**src/rtl/dre_pkg.sv**
```systemverilog
// Shared types and constants for the DNS response first-A-record extractor.
`default_nettype none

package dre_pkg;

  // Parse phases, one-hot
  typedef enum logic [12:0] {
    PH_HDR    = 13'b0_0000_0000_0001,
    PH_QNAME  = 13'b0_0000_0000_0010,
    PH_QLABEL = 13'b0_0000_0000_0100,
    PH_QPTR   = 13'b0_0000_0000_1000,
    PH_QFIXED = 13'b0_0000_0001_0000,
    PH_ANAME  = 13'b0_0000_0010_0000,
    PH_ALABEL = 13'b0_0000_0100_0000,
    PH_APTR   = 13'b0_0000_1000_0000,
    PH_AFIXED = 13'b0_0001_0000_0000,
    PH_ASKIP  = 13'b0_0010_0000_0000,
    PH_ARDATA = 13'b0_0100_0000_0000,
    PH_DONE   = 13'b0_1000_0000_0000,
    PH_FAIL   = 13'b1_0000_0000_0000
  } phase_t;

  localparam logic [15:0] QR_MASK      = 16'h8000;
  localparam logic [15:0] RCODE_MASK   = 16'h000F;
  localparam logic [15:0] TYPE_A       = 16'h0001;
  localparam logic [15:0] CLASS_IN     = 16'h0001;
  localparam logic [7:0]  PTR_MARK     = 8'hC0;
  localparam logic [7:0]  MAX_LABEL    = 8'd63;
  localparam logic [15:0] IPV4_RDLEN   = 16'd4;

  // Byte positions within the header and answer fixed part
  localparam logic [3:0] POS_ID       = 4'd1;
  localparam logic [3:0] POS_FLAGS    = 4'd3;
  localparam logic [3:0] POS_QDCOUNT  = 4'd5;
  localparam logic [3:0] POS_ANCOUNT  = 4'd7;
  localparam logic [3:0] POS_HDR_END  = 4'd11;
  localparam logic [3:0] POS_TYPE     = 4'd1;
  localparam logic [3:0] POS_CLASS    = 4'd3;
  localparam logic [3:0] POS_RDLEN    = 4'd9;
  localparam logic [3:0] POS_4TH      = 4'd3;

  // One finished message result
  typedef struct packed {
    logic        valid;
    logic        found;
    logic [31:0] ip_address;
  } result_t;

endpackage

`default_nettype wire

```
**src/rtl/dre_parser.sv**
```systemverilog
// Byte-wide DNS response parser: phase, counters and captured address.
`default_nettype none

module dre_parser
  import dre_pkg::*;
(
  input  wire logic        clk,
  input  wire logic        rst,
  input  wire logic        accept,
  input  wire logic [7:0]  data_byte,
  input  wire logic        last_byte,
  input  wire logic [15:0] txn_id,
  output result_t          result
);

  phase_t      phase, phase_next;
  logic [3:0]  pos, pos_next;
  logic [15:0] questions_left, questions_left_next;
  logic [15:0] answers_left, answers_left_next;
  logic [5:0]  label_left, label_left_next;
  logic [7:0]  held_high, held_high_next;
  logic        type_class_ok, type_class_ok_next;
  logic [15:0] rdata_length, rdata_length_next;
  logic [31:0] address_shift, address_shift_next;
  logic [15:0] word;

  assign word = {held_high, data_byte};

  // Work out the state after this byte
  always_comb begin
    phase_next          = phase;
    pos_next            = pos;
    questions_left_next = questions_left;
    answers_left_next   = answers_left;
    label_left_next     = label_left;
    held_high_next      = held_high;
    type_class_ok_next  = type_class_ok;
    rdata_length_next   = rdata_length;
    address_shift_next  = address_shift;
    unique case (phase)
      PH_HDR: begin
        pos_next = pos + 4'd1;
        priority if (!pos[0]) begin
          held_high_next = data_byte;
        end else if (pos == POS_ID) begin
          if (word != txn_id) phase_next = PH_FAIL;
        end else if (pos == POS_FLAGS) begin
          if ((word & QR_MASK) == 16'd0 || (word & RCODE_MASK) != 16'd0)
            phase_next = PH_FAIL;
        end else if (pos == POS_QDCOUNT) begin
          questions_left_next = word;
        end else if (pos == POS_ANCOUNT) begin
          answers_left_next = word;
        end else if (pos == POS_HDR_END) begin
          if (questions_left != 16'd0) phase_next = PH_QNAME;
          else phase_next = (answers_left != 16'd0) ? PH_ANAME : PH_FAIL;
        end else begin
          phase_next = phase;
        end
      end
      PH_QNAME, PH_ANAME: begin
        priority if (data_byte == 8'd0) begin
          phase_next = (phase == PH_ANAME) ? PH_AFIXED : PH_QFIXED;
          pos_next   = 4'd0;
        end else if ((data_byte & PTR_MARK) == PTR_MARK) begin
          phase_next = (phase == PH_ANAME) ? PH_APTR : PH_QPTR;
        end else if (data_byte > MAX_LABEL) begin
          phase_next = PH_FAIL;
        end else begin
          label_left_next = data_byte[5:0];
          phase_next      = (phase == PH_ANAME) ? PH_ALABEL : PH_QLABEL;
        end
      end
      PH_QLABEL, PH_ALABEL: begin
        label_left_next = label_left - 6'd1;
        if (label_left == 6'd1)
          phase_next = (phase == PH_ALABEL) ? PH_ANAME : PH_QNAME;
      end
      PH_QPTR: begin
        phase_next = PH_QFIXED;
        pos_next   = 4'd0;
      end
      PH_APTR: begin
        phase_next = PH_AFIXED;
        pos_next   = 4'd0;
      end
      PH_QFIXED: begin
        pos_next = pos + 4'd1;
        if (pos == POS_4TH) begin
          pos_next            = 4'd0;
          questions_left_next = questions_left - 16'd1;
          if (questions_left != 16'd1) phase_next = PH_QNAME;
          else phase_next = (answers_left != 16'd0) ? PH_ANAME : PH_FAIL;
        end
      end
      PH_AFIXED: begin
        pos_next = pos + 4'd1;
        priority if (!pos[0]) begin
          held_high_next = data_byte;
        end else if (pos == POS_TYPE) begin
          type_class_ok_next = (word == TYPE_A);
        end else if (pos == POS_CLASS) begin
          type_class_ok_next = type_class_ok && (word == CLASS_IN);
        end else if (pos == POS_RDLEN) begin
          rdata_length_next = word;
          pos_next          = 4'd0;
          priority if (type_class_ok && word == IPV4_RDLEN) begin
            address_shift_next = 32'd0;
            phase_next         = PH_ARDATA;
          end else if (word == 16'd0) begin
            answers_left_next = answers_left - 16'd1;
            phase_next = (answers_left != 16'd1) ? PH_ANAME : PH_FAIL;
          end else begin
            phase_next = PH_ASKIP;
          end
        end else begin
          phase_next = phase;
        end
      end
      PH_ASKIP: begin
        rdata_length_next = rdata_length - 16'd1;
        if (rdata_length == 16'd1) begin
          answers_left_next = answers_left - 16'd1;
          phase_next = (answers_left != 16'd1) ? PH_ANAME : PH_FAIL;
        end
      end
      PH_ARDATA: begin
        address_shift_next = {address_shift[23:0], data_byte};
        pos_next           = pos + 4'd1;
        if (pos == POS_4TH) phase_next = PH_DONE;
      end
      PH_DONE, PH_FAIL: begin
        phase_next = phase;
      end
      default: begin
        phase_next = PH_FAIL;
      end
    endcase
  end

  // Result for the final byte of a message
  always_comb begin
    result.valid      = accept && last_byte;
    result.found      = (phase_next == PH_DONE);
    result.ip_address = (phase_next == PH_DONE) ? address_shift_next : 32'd0;
  end

  // Advance on each word; restart after the final byte
  always_ff @(posedge clk) begin
    if (rst || (accept && last_byte)) begin
      phase          <= PH_HDR;
      pos            <= 4'd0;
      questions_left <= 16'd0;
      answers_left   <= 16'd0;
      label_left     <= 6'd0;
      held_high      <= 8'd0;
      type_class_ok  <= 1'b0;
      rdata_length   <= 16'd0;
      address_shift  <= 32'd0;
    end else if (accept) begin
      phase          <= phase_next;
      pos            <= pos_next;
      questions_left <= questions_left_next;
      answers_left   <= answers_left_next;
      label_left     <= label_left_next;
      held_high      <= held_high_next;
      type_class_ok  <= type_class_ok_next;
      rdata_length   <= rdata_length_next;
      address_shift  <= address_shift_next;
    end
  end

endmodule

`default_nettype wire

```
**src/rtl/dns_response_first_a_extractor.sv**
```systemverilog
// Top level: stream ports, id register and output buffer with skid stage.
`default_nettype none

// Takes a DNS response one byte per word on the slave side, tlast on the
// final byte, and gives one word on the master side per message: found in
// bit 0 and the first type-A, class-IN IPv4 address in bits 32:1 (zero when
// not found). Every byte is parsed in the cycle it is accepted, so one byte
// per clock is sustained while s_tready is high. A two-entry output buffer
// (result register plus skid) lets the next message stream in while a result
// waits; s_tready drops only while both entries are full. The expected
// transaction id is written through the always-ready cfg_valid/cfg_data;
// the user must do so only between messages, which the block does not check.
module dns_response_first_a_extractor
  import dre_pkg::*;
(
  input  wire logic        clk,
  input  wire logic        rst,
  input  wire logic        cfg_valid,
  output logic             cfg_ready,
  input  wire logic [15:0] cfg_data,    // transaction id
  input  wire logic        s_tvalid,
  output logic             s_tready,
  input  wire logic [7:0]  s_tdata,     // data_byte
  input  wire logic        s_tlast,     // last_byte
  output logic             m_tvalid,
  input  wire logic        m_tready,
  output logic [39:0]      m_tdata      // found, ip_address[32:1], zero pad
);

  logic [15:0] txn_id;
  logic        accept;
  result_t     res;
  logic        out_valid;
  logic        out_found;
  logic [31:0] out_ip;
  logic        skid_valid;
  logic        skid_found;
  logic [31:0] skid_ip;
  logic        take;

  assign cfg_ready = 1'b1;
  assign s_tready  = !skid_valid;
  assign accept    = s_tvalid && s_tready;
  assign take      = out_valid && m_tready;

  // Hold the configured id
  always_ff @(posedge clk) begin
    if (rst) begin
      txn_id <= 16'd0;
    end else if (cfg_valid && cfg_ready) begin
      txn_id <= cfg_data;
    end
  end

  dre_parser u_parser (
    .clk       (clk),
    .rst       (rst),
    .accept    (accept),
    .data_byte (s_tdata),
    .last_byte (s_tlast),
    .txn_id    (txn_id),
    .result    (res)
  );

  // Output register and skid stage
  always_ff @(posedge clk) begin
    if (rst) begin
      out_valid  <= 1'b0;
      skid_valid <= 1'b0;
    end else begin
      if (!out_valid || take) begin
        if (skid_valid) begin
          out_valid  <= 1'b1;
          out_found  <= skid_found;
          out_ip     <= skid_ip;
          skid_valid <= res.valid;
          skid_found <= res.found;
          skid_ip    <= res.ip_address;
        end else begin
          out_valid <= res.valid;
          out_found <= res.found;
          out_ip    <= res.ip_address;
        end
      end else if (res.valid) begin
        skid_valid <= 1'b1;
        skid_found <= res.found;
        skid_ip    <= res.ip_address;
      end
    end
  end

  assign m_tvalid = out_valid;
  assign m_tdata  = {7'd0, out_ip, out_found};

`ifndef SYNTHESIS
  a_skid_implies_out: assert property (@(posedge clk) disable iff (rst)
    skid_valid |-> out_valid)
    else $error("skid entry held while result register empty");

  a_last_gives_result: assert property (@(posedge clk) disable iff (rst)
    (s_tvalid && s_tready && s_tlast) |=> m_tvalid)
    else $error("final byte accepted but no result presented");

  a_not_found_zero: assert property (@(posedge clk) disable iff (rst)
    (m_tvalid && !m_tdata[0]) |-> (m_tdata[32:1] == 32'd0))
    else $error("address nonzero on a not-found result");
`endif

endmodule

`default_nettype wire

```
**config.mk**
```make
export PLATFORM = sky130hd
export DESIGN_NAME = dns_response_first_a_extractor
export DESIGN_NICKNAME = d
export VERILOG_FILES = /design/src/rtl/dre_pkg.sv /design/src/rtl/dre_parser.sv /design/src/rtl/dns_response_first_a_extractor.sv
export SDC_FILE = /design/constraint.sdc
export NUM_CORES = 1
export LEC_CHECK = 0
export BUFFER_PORTS_ARGS = -buffer_cell sky130_fd_sc_hd__buf_2
export CORE_UTILIZATION = 32
export CTS_BUF_LIST = sky130_fd_sc_hd__clkbuf_4 sky130_fd_sc_hd__clkbuf_8 sky130_fd_sc_hd__clkbuf_16
export DETAILED_ROUTE_END_ITERATION = 12
export PLACE_DENSITY = 0.48
export SYNTH_ARGS = -nofsm -noshare
export SYNTH_HDL_FRONTEND = slang
export SYNTH_SLANG_ARGS = --single-unit
```
**constraint.sdc**
```tcl
create_clock -name clk -period 3.75 [get_ports clk]
set_clock_uncertainty 0.2 [all_clocks]
set_input_delay 0.375 -clock clk [delete_from_list [all_inputs] [get_ports clk]]
set_output_delay 0.375 -clock clk [all_outputs]
set_load 0.02 [all_outputs]
```
# Word level (Yosys, flattened, before mapping)
# Index checks and enable logic that the tools add are counted.
totals:
  ff_bits: 196
  inputBits: 30
  output_inout_bits: 43
  elab_cells: 195
op_classes:
  add_sub_neg: 5
  magnitude_cmp: 1
  eq_ne: 47
  mux: 86
  bitwise: 2
  reduce_logical: 38
ops:
  columns: ["operator", "count"]
  rows:
  - ["$mux W16", 21]
  - ["$mux W13", 25]
  - ["$mux W32", 10]
  - ["$pmux W13 S10", 1]
  - ["$pmux W16 S2", 2]
  - ["$pmux W32 S2", 1]
  - ["$pmux W16 S3", 1]
  - ["$reduce_bool A16 Y1", 3]
  - ["$sub A16 B1 Y16 const B", 3]
  - ["$eq A16 B1 Y1 const B", 2]
  - ["$logic_not A16 Y1", 2]
  - ["$ne A16 B1 Y1 const B", 2]
  - ["$eq A13 B12 Y1 const B", 2]
  - ["$mux W4", 6]
  - ["$mux W6", 4]
  - ["$ne A2 B2 Y1 const B", 10]
  - ["$pmux W4 S5", 1]
  - ["$ne A2 B1 Y1 const B", 9]
  - ["$eq A16 B3 Y1 const B", 1]
  - ["$ne A16 B16 Y1", 1]
  - ["$reduce_and A14 Y1", 1]
  - ["$eq A13 B1 Y1 const B", 1]
  - ["$eq A13 B10 Y1 const B", 1]
  - ["$eq A13 B11 Y1 const B", 1]
  - ["other kinds (38)", 68]

# Longest topological paths before layout
# Gate-level depths: netlist of the first run.
logic_depth:
  ltp_word: 14
  mapped_depth: 12
  ltp_nobuf: 8

# Cells and area by module
# Synthesis of the first run repeated with hierarchy kept, for this count alone.
unflattened:
  hier_cells: 1132
  area_unflattened_um2: 10248.6
modules_own_cells:
  columns: ["module", "n_inst", "cells_per_inst", "area_each_um2", "seq_area_each_um2"]
  rows:
  - ["dre_parser", 1, 953, 7100.6, 2242.2]
  - ["dns_response_first_a_extractor", 1, 179, 3148.0, 2342.2]

# Least setup slack after synthesis of the first run
# No wires, ideal clock.
synth_path:
  path_kind: "reg2reg"
  startpoint: "register skid_valid"
  endpoint: "register skid_found, enable pin"
  setup_ps: 434
  arrival_ps: 3065
  required_time_ps: 3116
  slack_ps: 51
  stages_incl_launch_ff: 8
  path_buffers: 4
  synth_period_minus_slack_ps: 3699
  path_cell_list: "dfxtp_1 clkbuf_1 nor2b_1 clkbuf_1 clkbuf_1 buf_1 nand3_1 a21oi_1"
synth_between:
  elab_chain_cells: 5
  elab_cells_between_ends: 6
  classes_between: "eq/ne: 1; reduce/logical: 5"
synth_rtl:
  columns: ["element", "line_no", "source"]
  rows:
  - ["start: declaration", "dns_response_first_a_extractor.sv:36", "logic skid_valid;"]
  - ["start signal: assignment", "dns_response_first_a_extractor.sv:76", "skid_valid <= res.valid;"]
  - ["$logic_not A1 Y1", "dns_response_first_a_extractor.sv:42", "assign s_tready = !skid_valid;"]
  - ["$logic_and A1 B1 Y1", "dns_response_first_a_extractor.sv:43", "assign accept = s_tvalid && s_tready;"]
  - ["$logic_and A1 B1 Y1", "dre_parser.sv:143", "result.valid = accept && last_byte;"]
  - ["$reduce_bool A2 Y1 (no source line)", null, null]
  - ["$reduce_and A3 Y1 (no source line) (*)", null, null]
  - ["end signal: assignment", "dns_response_first_a_extractor.sv:77", "skid_found <= res.found;"]
  - ["end signal: assignment", "dns_response_first_a_extractor.sv:86", "skid_found <= res.found;"]
  - ["end: declaration", "dns_response_first_a_extractor.sv:37", "logic skid_found;"]
# Mark *: on every way between the ends. The rest lies on a longest branch, timed or not.
# A chain may end at the register's enable or synchronous reset.

# Final worst setup path of the first run
layout_path:
  startpoint: "register u_parser.phase[5]"
  endpoint: "register out_ip[10], data pin"
layout_between:
  elab_chain_cells: 10
  elab_cells_between_ends: 44
  classes_between: "eq/ne: 14; mux: 27; reduce/logical: 3"
layout_rtl:
  columns: ["element", "line_no", "source"]
  rows:
  - ["start: declaration", "dre_parser.sv:16", "phase_t phase, phase_next;"]
  - ["start signal: assignment", "dre_parser.sv:161", "phase <= phase_next;"]
  - ["parallel branches: the longest is 8 deep, another holds $eq A13 B6 Y1", null, null]
  - ["$mux W32 (*)", "dre_parser.sv:145", "result.ip_address = (phase_next == PH_DONE) ? address_shift_next : 32'd0;"]
  - ["$mux W32 (*)", "dns_response_first_a_extractor.sv:72", "if (skid_valid) begin"]
  - ["end signal: assignment", "dns_response_first_a_extractor.sv:75", "out_ip <= skid_ip;"]
  - ["end signal: assignment", "dns_response_first_a_extractor.sv:82", "out_ip <= res.ip_address;"]
  - ["end: declaration", "dns_response_first_a_extractor.sv:35", "logic [31:0] out_ip;"]
# Every way passes the cells marked *.

==> out/qor.yml, run 1 <==
status:
  status: "finished, final reports clean"
synth:
  synth_edf_count: 66
  synth_common_cells: "nor2_1, dfxtp_1, nand2_1"
  seq_area_frac_synth: 0.433
  postSynth.asyncResetShare: 0
  synth_flop_cell: "dfxtp_1"
  synthCells: 1237
  synth_cell_types: 75
  yosysTopAreaCell: "dfxtp_1"
  synth_most_common_cell: "nor2_1"
  synth_seq_cells: 196
  synth_area_um2: 10600
  syn_avg_cell_area_um2: 8.56
  ys.warnings.count: 0
  yosys.area.top_type_share: 0.246
  yosys-top-cells-area: "dfxtp_1, edfxtp_1, nor2_1, o21ai_0, a22oi_1"
global_routing:
  track_usage: 0.207
  overflow: 0
  antenna_found_initial: 0
  grt_pass1_wl_um: 53500
  grt_pass1_vias: 9106
  grt_max_degree: 67
routing:
  post_drt_via_cell_ratio: 5.52
  routedWlPerCell_um: 19.8
  ant_nets: 0
  drt_iter0_drc: 857
  drt_first_pass_iters: 7
  vias: 9649
  drc: 0
  routed_wl_um: 34600
floorplan:
  fp.dieH_um: 184
  initial_core_util: 0.326
  core_um2: 32500
  dieWidth_um: 184
  die-area_um2: 33800
  boundaryPins: 73
  rows: 66
pwr:
  vdd_drop_max_mv: 0.302
  p_total_mw: 4.66
  power.density_nw_per_um2: 380
  leakage_nw: 4.05
worst_setup_path:
  cp.required_ps: 3740
  r2r_setup_slack_ps: 360
  crit_type: "reg2reg"
  regToRegStartpoint: "u_parser.phase[5]"
  arrival_ps: 3380
  start_kind: "flip-flop"
  critPathCaptureType: "flip-flop"
  path_max_fanout: 32
  r2r-end: "out_ip[10]"
  r2r_cells: 6
clocking:
  cts_sinks: 196
  cts_tree: "yes"
  insertion_delay_ps: 460
  cts_root_buf: "clkbuf_16"
  cts_buffer_depth: 2
  cts_buffers: 17
  cts_setup_buffers: 0
  path_clk_slew_ps: 80
  cts_resized: 0
  cts_hold_buf: 16
  htreeDepth: 4
layout:
  syn2layout_area_growth_pct: 16.0
  diodes: 0
  final-seq-area_um2: 4580
  post-route-util: 0.378
  multi_input_area_um2: 5520
  final_area_um2: 12300
  nNetsFinal: 1338
  final_layout_size_suffix_gt1_frac: 0.148
  fill_cells: 3405
timing:
  layout_min_cycle_time_ps: 3390
  setup_viol: 0
  setup_tns_ps: 0
  rsz0062_at_grt: "no"
  slew_headroom: 0.358
  hold_viol: 0
  fmaxAchievable_mhz: 295
  fin_crit_sh: 0.905
  finalMaxSlewViolations: 0
  worstMarginPinSlew_ps: 954
worst_hold_path:
  hp-class: "in2reg"
  whs_endpoint: "skid_valid"
  holdPathStages: 3
  min_from: "m_tready"
placed_design:
  dp_hpwl_um: 22700
  portBuffers: 64
  dpl_cell_area_um2: 11500
  place_congestion: 0.898
job:
  maxCapViolations: 0
[how the worst max path moves through the flow]
stage                      start         end  slack [ps]  cells after the start
3_3_place_gp   u_parser.phase[5]  out_ip[13]         520                      6
2_1_floorplan         skid_valid  skid_found          50                      7
3_5_place_dp   u_parser.phase[5]  out_ip[10]         410                      6
6_report       u_parser.phase[5]  out_ip[10]         360                      6
5_1_grt        u_parser.phase[5]   out_ip[9]         180                      6
4_1_cts        u_parser.phase[5]  out_ip[10]         390                      6
[report_power, final]
| part | leakage (nW) | internal, mW | total (mW) | switching (mW) |
|---|---|---|---|---|
| clock | 0.296 | 0.927 | 1.92 | 0.990 |
| combinational | 2.13 | 0.166 | 0.489 | 0.323 |
| sequential | 1.62 | 2.23 | 2.26 | 0.0306 |
| total | 4.05 | 3.32 | 4.66 | 1.34 |
[stage by stage]
| step | cells | setup WS (ps) | hold WS (ps) |
|---|---|---|---|
| floorplan | 1243 | 50.8 | 249 |
| global placement | 1701 | 524 | 267 |
| detailed placement | 1701 | 414 | 273 |
| CTS | 1749 | 392 | 43.7 |
| global route | 1749 | 184 | 50.9 |
| finish | 1749 | 357 | 68.5 |
[critical path, stage by stage, from the launching register on]
cell     delay (ps)
dfxtp_1         490
or4_4           720
or4_1           590
nor4_2          440
nor2_4          270
a22oi_1         260
o21ai_0         140
[per-layer routing]
| layer | track usage | vias up | routed length (um) | share of wire |
|---|---|---|---|---|
| li1 | - | 4668 | - | - |
| met1 | 0.289 | 4664 | 16700 | 0.48 |
| met2 | 0.317 | 272 | 15400 | 0.44 |
| met3 | 0.0398 | 45 | 1780 | 0.051 |
| met4 | 0.0713 | 0 | 769 | 0.022 |
| met5 | 0 | - | 0 | 0 |
[sequential cells by signal, indices dropped and copies added (netlist names)]
name,count
skid_found,1
u_parser.pos,4
out_ip,32
skid_ip,32
txn_id,16
u_parser.held_high,8
u_parser.label_left,6
skid_valid,1
u_parser.type_class_ok,1
u_parser.answers_left,16
u_parser.address_shift,32
u_parser.questions_left,16
m_tvalid,1
out_found,1
u_parser.rdata_length,16
u_parser.phase,13
[final cells by class]
| class | count | share of cell area |
|---|---|---|
| clock buffer | 18 | 0.0358 |
| clock inverter | 14 | 0.0144 |
| inverter | 21 | 0.00642 |
| multi-input combinational | 921 | 0.449 |
| sequential | 196 | 0.373 |
| tap | 442 | 0.0450 |
| timing repair buffer | 137 | 0.0760 |
[logic make-up after synthesis]
kind of cell | synth area share
adders and majority gates | 0.0165
other | 0.000709
AOI/OAI and AO/OA | 0.213
DFF | 0.433
muxes | 0.0287
and+or+nand+nor | 0.237
buffers and inverters | 0.0532
xor gates and xnor gates | 0.0182
[cell usage in the layout, fill, tap and decap left out, types with 9 or more instances in the layout]
cell type,instances
o21ai_0,103
or4_1,9
a211oi_1,10
a22oi_1,65
nor3_1,32
xnor2_1,18
edfxtp_1,66
nor4_1,32
buf_2,64
clkbuf_16,17
a21oi_1,80
nor2_1,163
buf_4,55
dfxtp_1,130
inv_1,21
nand2b_1,13
nand4_1,29
nand3_1,30
ha_1,14
mux2i_1,27
a21o_1,9
nand2_1,118
dlygate4sd3_1,16
Note: power is estimated with default switching activity, not from simulation.
==> run 2, diff against run 1 <==
--- a/config.mk
+++ b/config.mk
@@ -6,10 +6,12 @@
 export NUM_CORES = 1
 export LEC_CHECK = 0
 export BUFFER_PORTS_ARGS = -buffer_cell sky130_fd_sc_hd__buf_2
+export CELL_PAD_IN_SITES_DETAIL_PLACEMENT = 1
+export CELL_PAD_IN_SITES_GLOBAL_PLACEMENT = 1
 export CORE_UTILIZATION = 32
 export CTS_BUF_LIST = sky130_fd_sc_hd__clkbuf_4 sky130_fd_sc_hd__clkbuf_8 sky130_fd_sc_hd__clkbuf_16
 export DETAILED_ROUTE_END_ITERATION = 12
-export PLACE_DENSITY = 0.48
+export PLACE_DENSITY = 0.6
 export SYNTH_ARGS = -nofsm -noshare
 export SYNTH_HDL_FRONTEND = slang
 export SYNTH_SLANG_ARGS = --single-unit
==> out/qor.yml, run 2 (synthesis gave the netlist of run 1 again) <==
worst_setup_path:
  crit_type: "reg2reg"
  critPathCaptureType: "flip-flop"
  path_max_fanout: 32  # unchanged
  start_kind: "flip-flop"
  arrival_ps: 3310  # -70 ps
  cp.required_ps: 3760  # +20 ps
worst_hold_path:
  hp-class: "in2reg"
timing:
  layout_min_cycle_time_ps: 3300  # -92.4 ps
  slew_headroom: 0.294  # -0.0643
  fmaxAchievable_mhz: 303  # +2.8%
  fin_crit_sh: 0.880  # -0.0247
  worstMarginPinSlew_ps: 1050  # +95.6 ps
  finalMaxSlewViolations: 0  # unchanged
  rsz0062_at_grt: "no"
  setup_viol: 0  # unchanged
  hold_viol: 0  # unchanged
  setup_tns_ps: 0  # unchanged
global_routing:
  track_usage: 0.230  # +0.0231
  grt_pass1_vias: 9910  # +8.8%
  antenna_found_initial: 0  # unchanged
  grt_pass1_wl_um: 58900  # +10%
  overflow: 0  # unchanged
  grt_max_degree: 44  # -34%
layout:
  diodes: 0  # unchanged
  final_cells: 1766  # +0.97%
  syn2layout_area_growth_pct: 17.5
  final_layout_size_suffix_gt1_frac: 0.159  # +0.0109
  final_common_cell: "nor2_1"
  nNetsFinal: 1355  # +1.3%
  final_cell_mix: "nor2_1, dfxtp_1, nand2_1"
  largest_registers: "out_ip: 32 flops, skid_ip: 32 flops, u_parser.address_shift: 32 flops"
clocking:
  path_clk_slew_ps: 90  # about the same
  cts_tree: "yes"
  cts_buffer_depth: 2  # unchanged
  cts_resized: 0  # unchanged
  htreeDepth: 4  # unchanged
  insertion_delay_ps: 470  # about the same
  cts_buffers: 17  # unchanged
  cts_root_buf: "clkbuf_16"
  cts_sinks: 196  # unchanged
pwr:
  combPwrFrac: 0.108  # +0.003
  p_switching_mw: 1.36  # +1.4%
  leakage_nw: 4.14  # +2.2%
  seqPwrFrac: 0.477  # -0.007
  p_total_mw: 4.72  # +1.3%
  power.density_nw_per_um2: 380  # about the same
  p_sw_frac: 0.288  # +0.000289
  intPower_mw: 3.36  # +1.3%
  vdd_drop_max_mv: 0.300  # -0.63%
  clkPwrFrac: 0.415  # +0.004
routing:
  drc: 0  # unchanged
  routedWlPerCell_um: 21.5  # +8.4%
  routed_wl_um: 37900  # +9.5%
  ant_nets: 0  # unchanged
  drt_iter0_drc: 589  # -31%
  post_drt_via_cell_ratio: 5.59  # +1.4%
  drt_first_pass_iters: 5  # -2
  vias: 9877  # +2.4%
job:
  maxCapViolations: 0  # unchanged
placed_design:
  place_congestion: 0.901  # +0.35%
  dp_cells: 1718  # +1.0%
  portBuffers: 64  # unchanged
  dp_hpwl_um: 26100  # +15%
floorplan:
  die-area_um2: 33800  # unchanged
  core_um2: 32500  # unchanged
  fp.dieH_um: 184  # unchanged
  dieWidth_um: 184  # unchanged
  rows: 66  # unchanged
  boundaryPins: 73  # unchanged
  initial_core_util: 0.326  # unchanged
status:
  status: "finished, final reports clean"
==> run 2: layer usage <==
layer,track usage,vias to the layer above,wire (um),part of all wire
met2,0.370,195,17500,0.46
li1,-,4694,-,-
met3,0.0311,39,1320,0.035
met5,0,-,0,0
met4,0.0830,0,903,0.024
met1,0.314,4949,18200,0.48
==> run 2: layout make-up <==
type                            instances  area (um2)
Clock buffer                           19         464
Clock inverter                         13         171
Fill cell                            3896       20100
Inverter                               21        78.8
Multi-Input combinational cell        921        5520
Sequential cell                       196        4580
Tap cell                              442         553
Timing Repair Buffer                  154        1070
==> run 2: repair_timing <==
| action | CTS | global route |
|---|---|---|
| setup buffers | 0 | 0 |
| hold endpoints to repair | 16 | 0 |
| hold buffers | 16 | 0 |
==> run 2: final timing paths <==
| check | startpoint | end | slack, ps | depth (start not counted) |
|---|---|---|---|---|
| setup / recovery | u_parser.phase[4] | out_ip[10] | 450 | 6 |
| hold reg to reg | u_parser.answers_left[7] | u_parser.answers_left[7] | 290 | 2 |
| setup reg to reg | u_parser.phase[4] | out_ip[10] | 450 | 6 |
| hold / removal | m_tready | skid_valid | 40 | 3 |
==> run 2: power by group through the flow <==
stage	clock, mW	combinational, mW	sequential [mW]
global route	2.08	0.552	2.26
global placement	0	0.496	2.30
finish	1.96	0.512	2.25
floorplan	0	0.287	2.32
CTS	2.01	0.512	2.25
detailed placement	0	0.497	2.30
==> run 2: stage by stage <==
step                instance area (um2)  utilization  setup slack (ps)  hold WS (ps)
global route                      12400        0.382               293          81.7
CTS                               12400        0.382               447          20.5
finish                            12400        0.382               450          40.6
global placement                  11600        0.358               573           268
detailed placement                11600        0.358               458           280
floorplan                         10600            -              50.8           249
==> run 2: critical path: stages, from the launching register on <==
cell	delay, ps
dfxtp_1	430
or4_4	710
or4_1	590
nor4_2	430
nor2_4	270
a22oi_1	270
o21ai_0	120
==> run 3, diff against run 2 <==
--- a/config.mk
+++ b/config.mk
@@ -11,7 +11,9 @@
 export CORE_UTILIZATION = 32
 export CTS_BUF_LIST = sky130_fd_sc_hd__clkbuf_4 sky130_fd_sc_hd__clkbuf_8 sky130_fd_sc_hd__clkbuf_16
 export DETAILED_ROUTE_END_ITERATION = 12
-export PLACE_DENSITY = 0.6
+export GPL_TIMING_DRIVEN = 0
+export PLACE_DENSITY = 0.57
 export SYNTH_ARGS = -nofsm -noshare
 export SYNTH_HDL_FRONTEND = slang
+export SYNTH_HIERARCHICAL = 1
 export SYNTH_SLANG_ARGS = --single-unit
==> constraint.sdc (replaced) <==
create_clock -name clk -period 3.4 [get_ports clk]
set_clock_uncertainty 0.2 [all_clocks]
set_input_delay 0.34 -clock clk [delete_from_list [all_inputs] [get_ports clk]]
set_output_delay 0.34 -clock clk [all_outputs]
set_load 0.02 [all_outputs]
==> out/qor.yml, run 3 <==
worst_setup_path:
  start_kind: "flip-flop"
  cp.required_ps: 3530  # -230 ps
  path_max_fanout: 10  # -69%
  cp_slowest_cell: "or4_1"
  worstPathCellList: "buf_6 -> or4_1 -> buf_6 -> nor3_1 -> nand4_1 -> nand4_1 -> o21ai_2 -> clkbuf_2 -> nor2_1 -> mux2_2"
  arrival_ps: 3400  # +90 ps
  critPathCaptureType: "flip-flop"
  crit_type: "reg2reg"
  crit_family: "simple AND/OR/NAND/NOR gates"
  timing.critical_path.buf_inv: 3  # +3
  slowest_delay_ps: 550  # -160 ps
timing:
  worstMarginPinSlew_ps: 1150  # +95.7 ps
  finalMaxSlewViolations: 0  # unchanged
  rsz0062_at_grt: "no"
  setup_viol: 0  # unchanged
  fmaxAchievable_mhz: 306  # +0.93%
  slew_headroom: 0.236  # -0.0578
  layout_min_cycle_time_ps: 3270  # -30.5 ps
  fin_crit_sh: 0.962  # +0.0816
  hold_viol: 0  # unchanged
  setup_tns_ps: 0  # unchanged
routing:
  vias: 9103  # -7.8%
  routed_wl_um: 35000  # -7.7%
  ant_nets: 0  # unchanged
  drt_iter0_drc: 500  # -15%
  drt_first_pass_iters: 7  # +2
  drc: 0  # unchanged
  routedWlPerCell_um: 21.2  # -1.3%
  post_drt_via_cell_ratio: 5.51  # -1.5%
synth:
  yosys-top-cells-area: "dfxtp_1, edfxtp_1, nor2_1, o21ai_0, a21oi_1"
  synth_edf_count: 66  # unchanged
  postSynth.asyncResetShare: 0  # unchanged
  synth_common_cells: "nor2_1, dfxtp_1, o21ai_0"
  synth_cell_types: 72  # -4.0%
  syn_avg_cell_area_um2: 9.05  # +5.7%
  yosys.area.top_type_share: 0.254  # +0.00822
  synth_seq_cells: 196  # unchanged
  ys.warnings.count: 6  # +6
  synthCells: 1132  # -8.5%
  yosysTopAreaCell: "dfxtp_1"
  synth_area_um2: 10200  # -3.2%
  seq_area_frac_synth: 0.447  # +0.0145
  synth_most_common_cell: "nor2_1"
  synth_flop_cell: "dfxtp_1"
clocking:
  cts_buffer_depth: 2  # unchanged
  cts_sinks: 196  # unchanged
  path_clk_slew_ps: 80  # about the same
  insertion_delay_ps: 460  # about the same
  cts_root_buf: "clkbuf_16"
  cts_buffers: 17  # unchanged
  htreeDepth: 4  # unchanged
  cts_tree: "yes"
floorplan:
  fp.dieH_um: 181  # -1.6%
  dieWidth_um: 181  # -1.6%
  boundaryPins: 73  # unchanged
  initial_core_util: 0.325  # -0.000745
  core_um2: 31600  # -3.0%
  rows: 65  # -1.5%
  die-area_um2: 32700  # -3.2%
global_routing:
  grt.met1_usage: 0.290  # -0.0245
  overflow: 0  # unchanged
  grt_pass1_wl_um: 54700  # -7.2%
  track_usage: 0.218  # -0.0117
  grt_max_degree: 34  # -23%
  antenna_found_initial: 0  # unchanged
  top_usage_layer: "met2"
  grt_pass1_vias: 9261  # -6.5%
  grtUsageMet3: 0.0341  # +0.00296
  grtUsageMet2: 0.356  # -0.0131
pwr:
  leakage_nw: 4.36  # +5.2%
  p_total_mw: 5.06  # +7.1%
  vdd_drop_max_mv: 0.344  # +15%
  power.density_nw_per_um2: 420  # +11%
layout:
  syn2layout_area_growth_pct: 17.6  # about the same
  final_layout_size_suffix_gt1_frac: 0.171  # +0.0118
  multi_input_area_um2: 5280  # -4.3%
  final_cell_mix: "nor2_1, dfxtp_1, nand2_1, o21ai_0, a21oi_1"
  nNetsFinal: 1281  # -5.5%
  diodes: 0  # unchanged
  largest_registers: "out_ip: 32 flops, skid_ip: 32 flops, u_parser/address_shift: 32 flops"
  final-seq-area_um2: 4580  # unchanged
  fill_cells: 3707  # -4.9%
  final_common_cell: "nor2_1"
placed_design:
  place_congestion: 0.863  # -4.2%
  portBuffers: 59  # -7.8%
  dp_hpwl_um: 24900  # -4.7%
status:
  status: "finished, final reports clean"
job:
  maxCapViolations: 0  # unchanged
worst_hold_path:
  hp-class: "in2reg"
==> run 3: metrics by stage <==
stage           util  instance area [um2]  cells  hold slack [ps]  worst slack [ps]
3_5_place_dp   0.352                11100   1600              261              -549
4_1_cts        0.378                11900   1651             22.2              1.51
2_1_floorplan      -                10300   1138              243               122
5_1_grt        0.382                12000   1652             39.4              1.08
3_3_place_gp   0.351                11100   1599              257             -1110
6_report       0.382                12000   1652             40.4               130
==> run 3: worst min-delay path: cells and delay by family <==
family / cells / cell delay [ps]
buf+inv: 1 / 160
mux: 1 / 90
simple gates: 1 / 70
==> run 3: path summary, 6_finish.rpt <==
kind	startpoint	end	slack, ps	cells past startpoint
worst max-delay path	u_parser/phase[12]	out_ip[21]	130	10
worst min-delay path	cfg_valid	txn_id[2]	40	3
worst max register to register	u_parser/phase[12]	out_ip[21]	130	10
worst min register to register	u_parser/label_left[1]	u_parser/label_left[1]	270	2
==> run 3: timing repair <==
| item | CTS | global route |
|---|---|---|
| pin swaps | 1 | 1 |
| gates resized for setup | 15 | 33 |
| hold buffers | 16 | 0 |
| hold endpoints to repair | 16 | 0 |
| endpoints found under the setup margin | 127 | 117 |
| setup buffers | 3 | 2 |
==> run 3: cell families (layout without fill, tap and decap cells) <==
kind of cell	after synthesis	count (layout)	share of synthesized area
AO/OA/AOI/OAI	303	303	0.192
XOR/XNOR	21	21	0.0179
adder cells (fa/ha/maj)	14	14	0.0171
buffers and inverters	114	226	0.0541
flip-flops	196	196	0.447
multiplexers	60	60	0.0641
other	2	8	0.000733
AND/OR/NAND/NOR	422	422	0.207
==> run 3: layout make-up <==
| cell class | instances | share of cell area |
|---|---|---|
| multi-input cells | 828 | 0.438 |
| flip-flops and latches | 196 | 0.381 |
| repair buffers | 81 | 0.0426 |
| well taps | 402 | 0.0417 |
| plain buffers | 88 | 0.0397 |
| clock buffers | 19 | 0.0380 |
| clock inverters | 13 | 0.0112 |
| inverters | 25 | 0.00779 |
==> run 3: routing by layer <==
layer  vias up  part of all wire
met2       168              0.46
met5         -                 0
met1      4537              0.47
met4         0             0.027
li1       4351                 -
met3        47             0.034
==> run 3: report_power, final <==
group          internal (mW)  switching, mW  total, mW
combinational          0.171          0.321      0.493
clock                   1.03           1.04       2.07
sequential              2.46         0.0387       2.49
total                   3.66           1.40       5.06
